<file path="src/hdl/bmq_pkg.sv">
// Package: opcodes and constants for the bf16 MX quantize ALU.
`timescale 1ns / 1ps
`default_nettype none
package bmq_pkg;
    typedef enum logic [2:0] {
        OP_INT8PACK  = 3'd0,
        OP_UNPACK_HI = 3'd1,
        OP_UNPACK_LO = 3'd2,
        OP_PACK      = 3'd3,
        OP_ABSMAX    = 3'd4,
        OP_SHAREDEXP = 3'd5,
        OP_QUANT     = 3'd6,
        OP_NONE      = 3'd7
    } op_t;
    localparam logic [15:0] ABS_MASK = 16'h7FFF;
    localparam logic [15:0] INF_BITS = 16'h7F80;
    localparam logic [7:0]  EXP_BIAS = 8'd127;
    localparam logic [7:0]  EXP_OFS  = 8'd6;
    localparam logic [15:0] SAT_POS  = 16'h007F;
    localparam logic [15:0] SAT_NEG  = 16'hFF80;
endpackage
`default_nettype wire

</file>
<file path="src/hdl/bf16_mx_quantize_alu_core.sv">
// Top level: three-stage pipelined bf16 MX quantize ALU.
//  channel | signals                                  | direction
//  in      | in_valid in_stall op operand_a operand_b | to block
//  out     | out_valid out_stall result               | from block
// One transfer per cycle unless out_stall holds a valid result; stages are decode, shift, select/saturate.
// The stage chain advances whenever the output stage is empty or its result is taken.
// Reset clears the valid bits only. A stall holds every stage in place.
`timescale 1ns / 1ps
`default_nettype none
module bf16_mx_quantize_alu_core (
    input  wire logic        clk,
    input  wire logic        rst_n,
    input  wire logic        in_valid,
    output logic             in_stall,
    input  wire logic [2:0]  op,
    input  wire logic [15:0] operand_a,
    input  wire logic [15:0] operand_b,
    output logic             out_valid,
    input  wire logic        out_stall,
    output logic [15:0]      result
);
    logic v1_reg, v2_reg, v3_reg;
    logic adv;
    assign adv = !(v3_reg && out_stall);
    assign in_stall = !adv;

    // stage 1: decode
    logic [2:0]  op1_reg;
    logic [15:0] a1_reg, b1_reg;
    logic        a_ok1_reg, b_ok1_reg;   // int8pack exponent in range
    logic [3:0]  ua1_reg, ub1_reg;
    logic        amax1_reg;
    logic        qnan1_reg, qsat1_reg, qzero1_reg, qleft1_reg;
    logic [3:0]  qsh1_reg;
    logic [7:0]  qsig1_reg;

    logic [7:0]  ea, eb, qsig;
    logic [18:0] s_full;   // signed shift, e - 7 - b
    logic        qnan, qsat, qzero, qleft;
    logic [3:0]  qsh;
    logic [15:0] aa, ab;
    always_comb
    begin
        ea = operand_a[14:7];
        eb = operand_b[14:7];
        aa = operand_a & bmq_pkg::ABS_MASK;
        ab = operand_b & bmq_pkg::ABS_MASK;
        qsig = (ea == 8'd0) ? {1'b0, operand_a[6:0]} : {1'b1, operand_a[6:0]};
        s_full = {11'd0, ((ea == 8'd0) ? 8'd1 : ea)} - 19'd7 - {3'd0, operand_b};
        qnan = 1'b0; qsat = 1'b0; qzero = 1'b0; qleft = 1'b0; qsh = 4'd0;
        if (ea == 8'hFF)
        begin
            if (operand_a[6:0] != 7'd0) qnan = 1'b1;
            else qsat = 1'b1;
        end
        else if (qsig == 8'd0) qzero = 1'b1;
        else if (!s_full[18] && s_full >= 19'd8) qsat = 1'b1;
        else if (!s_full[18])
        begin
            qleft = 1'b1;
            qsh = s_full[3:0];
        end
        else if (s_full <= 19'h7FFF7) qzero = 1'b1;   // t >= 9
        else qsh = 4'(-s_full[3:0]);
    end

    always_ff @(posedge clk or negedge rst_n)
    begin
        if (!rst_n)
        begin
            v1_reg <= 1'b0; v2_reg <= 1'b0; v3_reg <= 1'b0;
        end
        else if (adv)
        begin
            v1_reg <= in_valid; v2_reg <= v1_reg; v3_reg <= v2_reg;
        end
    end

    always_ff @(posedge clk)
    begin
        if (adv)
        begin
            op1_reg   <= op;
            a1_reg    <= operand_a;
            b1_reg    <= operand_b;
            a_ok1_reg <= (ea >= bmq_pkg::EXP_BIAS) && (ea - bmq_pkg::EXP_BIAS < 8'd15);
            b_ok1_reg <= (eb >= bmq_pkg::EXP_BIAS) && (eb - bmq_pkg::EXP_BIAS < 8'd15);
            ua1_reg   <= 4'(ea - bmq_pkg::EXP_BIAS);
            ub1_reg   <= 4'(eb - bmq_pkg::EXP_BIAS);
            amax1_reg <= !(aa > bmq_pkg::INF_BITS) && !(ab > bmq_pkg::INF_BITS) && (aa > ab);
            qnan1_reg <= qnan; qsat1_reg <= qsat; qzero1_reg <= qzero;
            qleft1_reg <= qleft; qsh1_reg <= qsh; qsig1_reg <= qsig;
        end
    end

    // stage 2: shifts
    logic [2:0]  op2_reg;
    logic [15:0] a2_reg, b2_reg;
    logic        amax2_reg, qnan2_reg, qsat2_reg;
    logic [7:0]  ma2_reg, mb2_reg;
    logic [15:0] q2_reg;
    logic [22:0] shl_a, shl_b;
    logic [15:0] qv;
    always_comb
    begin
        shl_a = {15'd0, 1'b1, a1_reg[6:0]} << ua1_reg;
        shl_b = {15'd0, 1'b1, b1_reg[6:0]} << ub1_reg;
        if (qzero1_reg) qv = 16'd0;
        else if (qleft1_reg) qv = {8'd0, qsig1_reg} << qsh1_reg[2:0];
        else qv = ({8'd0, qsig1_reg} + (16'd1 << (qsh1_reg - 4'd1))) >> qsh1_reg;
    end
    always_ff @(posedge clk)
    begin
        if (adv)
        begin
            op2_reg <= op1_reg; a2_reg <= a1_reg; b2_reg <= b1_reg;
            amax2_reg <= amax1_reg; qnan2_reg <= qnan1_reg; qsat2_reg <= qsat1_reg;
            ma2_reg <= a_ok1_reg ? shl_a[14:7] : 8'd0;
            mb2_reg <= b_ok1_reg ? shl_b[14:7] : 8'd0;
            q2_reg <= qv;
        end
    end

    // stage 3: select
    logic [15:0] r;
    logic [7:0]  ba, bb, e2;
    always_comb
    begin
        ba = a2_reg[15] ? 8'(-ma2_reg) : ma2_reg;
        bb = b2_reg[15] ? 8'(-mb2_reg) : mb2_reg;
        e2 = a2_reg[14:7];
        case (bmq_pkg::op_t'(op2_reg))
            bmq_pkg::OP_INT8PACK:  r = {ba, bb};
            bmq_pkg::OP_UNPACK_HI: r = {8'd0, a2_reg[15:8]};
            bmq_pkg::OP_UNPACK_LO: r = {8'd0, a2_reg[7:0]};
            bmq_pkg::OP_PACK:      r = {a2_reg[7:0], b2_reg[7:0]};
            bmq_pkg::OP_ABSMAX:
                r = amax2_reg ? (a2_reg & bmq_pkg::ABS_MASK) : (b2_reg & bmq_pkg::ABS_MASK);
            bmq_pkg::OP_SHAREDEXP:
                r = (e2 == 8'd0) ? {8'd0, bmq_pkg::EXP_BIAS}
                                 : {8'd0, e2} - {8'd0, bmq_pkg::EXP_OFS};
            bmq_pkg::OP_QUANT:
                if (qnan2_reg) r = 16'd0;
                else if (a2_reg[15])
                    r = (qsat2_reg || q2_reg > 16'd128) ? bmq_pkg::SAT_NEG : 16'(-q2_reg);
                else
                    r = (qsat2_reg || q2_reg > 16'd127) ? bmq_pkg::SAT_POS : q2_reg;
            default: r = 16'd0;
        endcase
    end
    always_ff @(posedge clk)
    begin
        if (adv) result <= r;
    end
    assign out_valid = v3_reg;

    a_hold: assert property (@(posedge clk) disable iff (!rst_n)
        out_valid && out_stall |=> out_valid && $stable(result))
        else $error("result changed under stall");
    a_flow: assert property (@(posedge clk) disable iff (!rst_n)
        !out_stall |=> out_valid == $past(v2_reg))
        else $error("pipeline lost an item");
    a_stall: assert property (@(posedge clk) disable iff (!rst_n)
        in_stall |-> out_valid && out_stall)
        else $error("input stalled without output back-pressure");
endmodule
`default_nettype wire

</file>
<file path="config.mk">
export PLATFORM = sky130hd
export DESIGN_NAME = bf16_mx_quantize_alu_core
export DESIGN_NICKNAME = d
export VERILOG_FILES = /design/src/hdl/bmq_pkg.sv /design/src/hdl/bf16_mx_quantize_alu_core.sv
export SDC_FILE = /design/constraint.sdc
export NUM_CORES = 1
export LEC_CHECK = 0
export BUFFER_PORTS_ARGS = -buffer_cell sky130_fd_sc_hd__buf_2
export CELL_PAD_IN_SITES_DETAIL_PLACEMENT = 1
export CELL_PAD_IN_SITES_GLOBAL_PLACEMENT = 1
export CORE_MARGIN = 2
export CORE_UTILIZATION = 50
export DETAILED_ROUTE_END_ITERATION = 8
export PLACE_DENSITY = 0.84
export SLEW_MARGIN = 20
export SYNTH_ARGS = -nofsm -noshare
export SYNTH_HDL_FRONTEND = slang
export SYNTH_SLANG_ARGS = --single-unit
</file>
<file path="constraint.sdc">
create_clock -name clk -period 8.2 [get_ports clk]
set_input_delay 0.41 -clock clk [delete_from_list [all_inputs] [get_ports clk]]
set_output_delay 0.41 -clock clk [all_outputs]
set_load 0.005 [all_outputs]
</file>
==> results.md, run 1 <==
- WP data arrival: between 4 and 5 ns
- Share of post-route cells with drive strength above 1: 12.5%
- Clock Latency Late Sink: 0.43 ns
- Initial DRT Pass Iterations: 7
- Row cnt: 50
- Startpoint Class: flop
- WS Path Type: reg -> reg
- Number of buffers created by CTS: 17
- Iter 0 DRT Violations: ~900
- Worst setup EP type: flop
- Largest net degree at the start of global routing: 85
- First-pass GRT wire length: 43400 um
- Initial Util: 50.5%
- H-tree levels: 4
- Fin Clk Skew: 0.0113 ns
- Async S/R FF share, synth: between 2 and 2.5%
- Min-Delay Path Depth: 1
- Ports: 57
- Tcrit/Tclk final: 51.6%
- Clock transition at the registers of the reported paths: around 0.07 ns
- Fmax: 0.236 GHz
- Final setup vio count: 0
- Status: finished clean
- Clock Tree Root: clkbuf_16
- Number of max-cap violations: 0
- Final count of pins violating max slew: 0
- Final Util: 56.2%
- Slowest-stage cell, CP: edfxtp_1
- Vias in the first global route: 7993
- Worst EP required: around 8.4 ns
- Final Non-Filler Cells: ~1200
- Worst Path Buf+Inv: 1
- RSZ-0062 raised after global routing: false
- Reg2Reg Depth: 13
- Fillers: 2053
- Final ANT Viol Nets: 0
- Pwr per Cell Area: 250 mW/mm2
- Antenna violations before repair: 0
- Worst slew pin tran: approximately 1.1 ns
- Most frequent cell after synthesis: edfxtp_1
- Max-slew headroom: 27.4%
- I/O Buffers: between 50 and 60
- Clk sink count: between 100 and 150
- Mapped Avg Cell Area: 10.0 um2
- Gp weighted congestion: between 0.9 and 1
- Diode count: 0
- Synth-to-Final Area Change: 11.3%
- Final Hold Viols: 0
- Placed insts: 1188
- Final WL: 27800 um
- Core Area: between 0.015 and 0.02 mm2
- Longest Clk Path Bufs: 2
- Detailed placement HPWL: 21000 um
- Sequential fraction of the synthesis area: 45.9%
- Worst Slack Setup Final: roughly 4.0 ns
- Via density: between 6 and 7
- Pre-CTS WS: 3.73 ns
- VDD IR-drop max: between 0.0001 and 0.00015 V
- Max stage delay on crit path: 1.04 ns
- Top-area cell type share of the netlist area: between 40 and 50%
- Setup tns final: 0 ns
- Worst path top cell family by delay: compound AO/OA/AOI/OAI gates
- Crit-path cells: nand2_1, nor3_1, ha_1, inv_1, fa_1, nor2b_1, o21ai_0, a21oi_1, o21ai_0, a21oi_1, mux2i_1, or2_2, a311oi_1
- Crit path max fanout: 27
- Synth Net Count: 1029
- TritonCTS clock tree: yes
- Leakage power total: 4.13 nW
- Die height: 141 um
- Die W: 141 um
- Wire length per cell: 22.8 um
- Synth Register Bits: 144
- Global Route Usage Sum: 28.4%
- Syn Inst Count: 937
- Post-layout instance area: approximately 0.010 mm2
- Synth area leaders: edfxtp_1, ha_1, nand2_1
- Hold Path Class: in -> reg
- Cts repair resizes: 0
- Commonest cells post-synth: edfxtp_1, nand2_1, nor2_1, a21oi_1, inv_1
- Total congestion overflow: 0
- Yosys top cell by area: edfxtp_1
- DR DRC count: 0
- Total Nets Final: 1066
- Die Footprint: just under 0.02 mm2
- Ys flop type: edfxtp_1
- Levels on crit path: 13
- Cell area after synthesis: 0.00938 mm2
- Vias: 7784
- Post-place instance area: 0.00982 mm2
- Cell variety after synth: 72
- Minimum clock period: 4.23 ns
- EDFF count, synth: 141
- Yosys warnings: 0
cells in the final DEF, fill, tap and decap left out, types with 7 or more instances in the layout:
cell type  synthesis  routed
xnor2_1           22      22
a31oi_1           11      11
o211ai_1           9       9
o22ai_1           11      11
nand2b_1          14      14
o21a_1             8       8
mux2i_1           22      22
clkbuf_16          0      17
a21oi_1           59      59
a21o_1            10      10
a211oi_1           8       8
nor3b_1            7       7
mux2_2            13      13
xor2_1            24      24
buf_2              2      56
nand3_1           19      19
nand4_1           13      13
o21ai_0           43      43
nand2_1           81      80
nor3_1            32      32
a222oi_1          12      12
edfxtp_1         141     141
nor2_1            78      78
ha_1              51      51
inv_1             57      57
nor4_1             9       9
nor2b_1           12      12
and2_1            15      15
or3_1             14      14
o31ai_1           10      10
layout make-up:
class	instances	area (um2)	share of cell area, %
Multi-Input combinational cell	694	4710	45.1
Clock inverter	15	183	1.75
Sequential cell	144	4310	41.3
Clock buffer	17	425	4.07
Timing Repair Buffer	60	313	3.00
Inverter	57	214	2.05
Tap cell	234	293	2.80
power breakdown:
group,total (mW),switching [mW],internal (mW)
Sequential,1.15,0.152,0.999
Clock,0.798,0.315,0.482
Combinational,0.661,0.403,0.258
Total,2.61,0.870,1.74
metal layers:
layer	part of all wire [%]	vias up	GRT usage (%)
met2	49	305	48.2
met3	5.2	87	3.74
met4	4.2	0	14.6
met1	41	3793	35.6
met5	0	-	0
li1	-	3599	-
cells by family (layout without fill, tap and decap cells):
family / after synthesis / after routing / synth area share [%]
multiplexers: 36 / 36 / 4.15
AND/OR/NAND/NOR: 325 / 325 / 17.4
AO/OA/AOI/OAI: 233 / 233 / 16.7
buffers and inverters: 99 / 149 / 4.07
adder cells (fa/ha/maj): 53 / 53 / 7.23
XOR/XNOR: 47 / 47 / 4.47
flip-flops: 144 / 144 / 45.9
worst paths after layout:
| kind | startpoint | to | slack [ns] |
|---|---|---|---|
| max | qsh1_reg[0]$_SDFFCE_PP0N_ | q2_reg[5]$_SDFFCE_PP0N_ | 3.97 |
| min | op[0] | op1_reg[0]$_DFFE_PN_ | 0.16 |
| max reg2reg | qsh1_reg[0]$_SDFFCE_PP0N_ | q2_reg[5]$_SDFFCE_PP0N_ | 3.97 |
| min reg2reg | b1_reg[13]$_DFFE_PN_ | b2_reg[13]$_DFFE_PN_ | 0.42 |
| max in group asynchronous | rst_n | v2_reg$_DFFE_PN0N_ | 7.78 |
| min in group asynchronous | rst_n | v1_reg$_DFFE_PN0N_ | 0.31 |
timing repair:
action                                 CTS  global route
endpoints found under the hold margin    3             0
setup buffers                            0             0
hold buffers                             1             0
metrics by stage:
stage | hold WS [ns] | power (mW)
finish | 0.163 | 2.61
global route | 0.157 | 2.72
CTS | 0.153 | 2.61
detailed placement | 0.210 | 1.80
global placement | 0.208 | 1.76
floorplan | 0.114 | 1.57
No activity file was read; power rests on OpenSTA's default activity.
==> run 2: changes to the inputs <==
--- a/config.mk
+++ b/config.mk
@@ -5,11 +5,12 @@
 export SDC_FILE = /design/constraint.sdc
 export NUM_CORES = 1
 export LEC_CHECK = 0
+export ABC_AREA = 1
 export BUFFER_PORTS_ARGS = -buffer_cell sky130_fd_sc_hd__buf_2
 export CELL_PAD_IN_SITES_DETAIL_PLACEMENT = 1
 export CELL_PAD_IN_SITES_GLOBAL_PLACEMENT = 1
 export CORE_MARGIN = 2
-export CORE_UTILIZATION = 50
+export CORE_UTILIZATION = 47
 export DETAILED_ROUTE_END_ITERATION = 8
 export PLACE_DENSITY = 0.84
 export SLEW_MARGIN = 20
==> constraint.sdc (replaced) <==
create_clock -name clk -period 3.9 [get_ports clk]
set_input_delay 0.195 -clock clk [delete_from_list [all_inputs] [get_ports clk]]
set_output_delay 0.195 -clock clk [all_outputs]
set_load 0.005 [all_outputs]
==> results.md, run 2 <==
- Share of post-route cells with drive strength above 1: 9.32% (-3.1 points)
- Post-place instance area: 0.0105 mm2 (+6.9%)
- Clk sink count: 144 (unchanged)
- TritonCTS clock tree: yes
- Synth Register Bits: 144 (unchanged)
- Ports: 57 (unchanged)
- Post-layout instance area: 0.0112 mm2 (+7.5%)
- Final Hold Viols: 0 (unchanged)
- Cell variety after synth: 49 (-32%)
- WP data arrival: 3.43 ns (-1.00 ns)
- Gp weighted congestion: 0.900 (about the same)
- Final WL: 31100 um (+12%)
- Synth-to-Final Area Change: 13.4%
- VDD IR-drop max: 0.000282 V (+110%)
- Final count of pins violating max slew: 0 (unchanged)
- Initial DRT Pass Iterations: 5 (-2)
- Total power: 5.84 mW (+120%)
- Initial Util: 47.5% (-3.0 points)
- Post-CTS Setup Repair Bufs: 0 (unchanged)
- Antenna violations before repair: 2 (+2)
- EDFF count, synth: 141 (unchanged)
- Minimum clock period: 3.25 ns (-0.977 ns)
- Min-Delay Path Depth: 1 (unchanged)
- Final Non-Filler Cells: 1639 (+34%)
- I/O Buffers: 56 (unchanged)
- Via density: 5.61 (-12%)
- Detailed placement HPWL: 24200 um (+15%)
- Worst Path Buf+Inv: 3 (+2)
- Number of max-cap violations: 0 (unchanged)
- Wire length per cell: 19.0 um (-17%)
- Vias: 9192 (+18%)
- Hold Startpoint: operand_a[3]
- Row cnt: 53 (+6.0%)
- Worst Slack Setup Final: 0.646 ns (-3.32 ns)
- Max-slew headroom: 27.4% (-0.050 points)
- WS Path Type: reg -> reg
- Tcrit/Tclk final: 83.4% (+32 points)
- Reg2Reg Depth: 17 (+4)
- Hold Path Class: in -> reg
- RR Startpoint: qsh1_reg[0]$_SDFFCE_PP0N_
- Pwr per Cell Area: 520 mW/mm2 (+110%)
- Cts repair resizes: 0 (unchanged)
- Clock Tree Root: clkbuf_16
- Final ANT Viol Nets: 0 (unchanged)
- Placed insts: 1587 (+34%)
- Worst path top cell family by delay: simple AND/OR/NAND/NOR gates
- Synth Net Count: 1361 (+32%)
- Yosys top cell by area: edfxtp_1
- Sequential fraction of the synthesis area: 43.6% (-2.4 points)
- Fin Clk Skew: 0.00947 ns (-0.00188 ns)
- Worst setup EP type: flop
- Total congestion overflow: 0 (unchanged)
- Most frequent cells in the layout: nand2_1, inv_1, edfxtp_1
- Slowest-stage cell, CP: fa_1
- Die height: 149 um (+5.7%)
- Synth area leaders: edfxtp_1, nand2_1, inv_1
- Longest Clk Path Bufs: 2 (unchanged)
- H-tree levels: 4 (unchanged)
- Async S/R FF share, synth: 2.08% (unchanged)
- Die W: 149 um (+5.7%)
- Hold Crit Endpoint: a1_reg[3]$_DFFE_PN_
- DR DRC count: 0 (unchanged)
- Worst reg2reg endpoint: q2_reg[1]$_SDFFCE_PP0N_
- Max stage delay on crit path: 0.42 ns (-0.62 ns)
- RSZ-0062 raised after global routing: false
- Pre-CTS WS: 0.454 ns (-3.28 ns)
- Most used cell, CP: nand2_1
- Number of buffers created by CTS: 17 (unchanged)
- First-pass GRT wire length: 49200 um (+13%)
- Final setup vio count: 0 (unchanged)
- Largest net degree at the start of global routing: 135 (+59%)
- Syn Inst Count: 1269 (+35%)
- Yosys warnings: 0 (unchanged)
- Cell area after synthesis: 0.00989 mm2 (+5.4%)
- Total Nets Final: 1442 (+35%)
- Commonest non-fill, non-tap cell in the layout: nand2_1
- Mapped Avg Cell Area: 7.80 um2 (-22%)
- Die Footprint: 0.0222 mm2 (+12%)
- Worst slew pin tran: 1.08 ns (-0.00920 ns)
- Clock transition at the registers of the reported paths: 0.06 ns (about the same)
- Setup tns final: 0 ns (unchanged)
- Status: finished clean
- Final Hold Slack: 0.0167 ns (-0.146 ns)
- Iter 0 DRT Violations: 455 (-49%)
- Startpoint Class: flop
- Worst EP required: 4.08 ns (-4.32 ns)
- Top-area cell type share of the netlist area: 42.8% (-2.3 points)
- Leakage power total: 5.23 nW (+27%)
- Global Route Usage Sum: 28.7% (+0.39 points)
- Final Util: 53.9% (-2.3 points)
- Vias in the first global route: 9485 (+19%)
- Core Area: 0.0208 mm2 (+12%)
- Fmax: 0.307 GHz (+30%)
- R2R setup slack: 0.65 ns (-3.32 ns)
- Crit path max fanout: 12 (-56%)
- Clock Latency Late Sink: 0.43 ns (about the same)
- Most frequent cell after synthesis: nand2_1
- Commonest cells post-synth: nand2_1, inv_1, edfxtp_1, nor2_1, nand3_1
- Crit-path cells: inv_1, nor2_1, inv_1, nor2_1, ha_1, inv_1, fa_1, o21ai_2, nand4_1, nand2_1, nand2_1, nand3_1, nand3_1, nand2_1, nor2_1, o21ai_0, nand2_1
- Ys flop type: edfxtp_1
-- run 2: worst max path at each step --
stage                                   start                         to  slack (ns)  cells after the start
global placement                operand_a[13]   qzero1_reg$_SDFFCE_PP0N_        0.59                     21
floorplan           qsh1_reg[0]$_SDFFCE_PP0N_    q2_reg[1]$_SDFFCE_PP0N_        1.16                     18
global route        qsh1_reg[0]$_SDFFCE_PP0N_    q2_reg[1]$_SDFFCE_PP0N_        0.42                     17
finish              qsh1_reg[0]$_SDFFCE_PP0N_    q2_reg[1]$_SDFFCE_PP0N_        0.65                     17
detailed placement               operand_a[8]  qsh1_reg[3]$_SDFFCE_PP0N_        0.45                     23
CTS                 qsh1_reg[0]$_SDFFCE_PP0N_    q2_reg[1]$_SDFFCE_PP0N_        0.66                     17
-- run 2: power breakdown --
group / switching (mW) / internal [mW]
combinational: 1.25 / 0.588
sequential: 0.286 / 2.20
clock: 0.640 / 0.873
total: 2.18 / 3.66
-- run 2: repair_timing --
action	4_1_cts	5_1_grt
hold endpoints to repair	21	0
hold buffers	19	0
setup endpoints to repair	0	0
-- run 2: area by class of cell --
class	count	area, um2
sequential	144	4310
tap	275	344
fill	2633	9600
antenna	1	2.50
inverter	217	815
multi-input combinational	891	4720
timing repair buffer	79	500
clock buffer	22	444
clock inverter	10	88.8
-- run 2: cells by family after synthesis --
group                    after synthesis  share of synthesized area (%)
XOR/XNOR                              19                           1.68
buffers and inverters                234                           8.92
flip-flops                           144                           43.6
adder cells (fa/ha/maj)               53                           6.85
multiplexers                           6                          0.607
AND/OR/NAND/NOR                      620                           27.1
AO/OA/AOI/OAI                        193                           11.3
-- run 2: metal layers --
layer  wire length (um)  GRT usage [%]  share of wire [%]  vias to the layer above
li1                   -              -                  -                     4419
met1              13100           34.4                 42                     4432
met2              15400           50.8                 50                      252
met3               1250           4.28                4.0                       87
met4               1380           13.7                4.4                        2
met5                 13              0              0.042                        -
-- run 2: worst register-to-register path, stage by stage, from the launching register on --
cell	delay, ns
edfxtp_1	0.34
inv_1	0.19
nor2_1	0.34
inv_1	0.11
nor2_1	0.11
ha_1	0.23
inv_1	0.08
fa_1	0.42
o21ai_2	0.25
nand4_1	0.14
nand2_1	0.11
nand2_1	0.05
nand3_1	0.09
nand3_1	0.10
nand2_1	0.09
nor2_1	0.04
o21ai_0	0.21
nand2_1	0.09
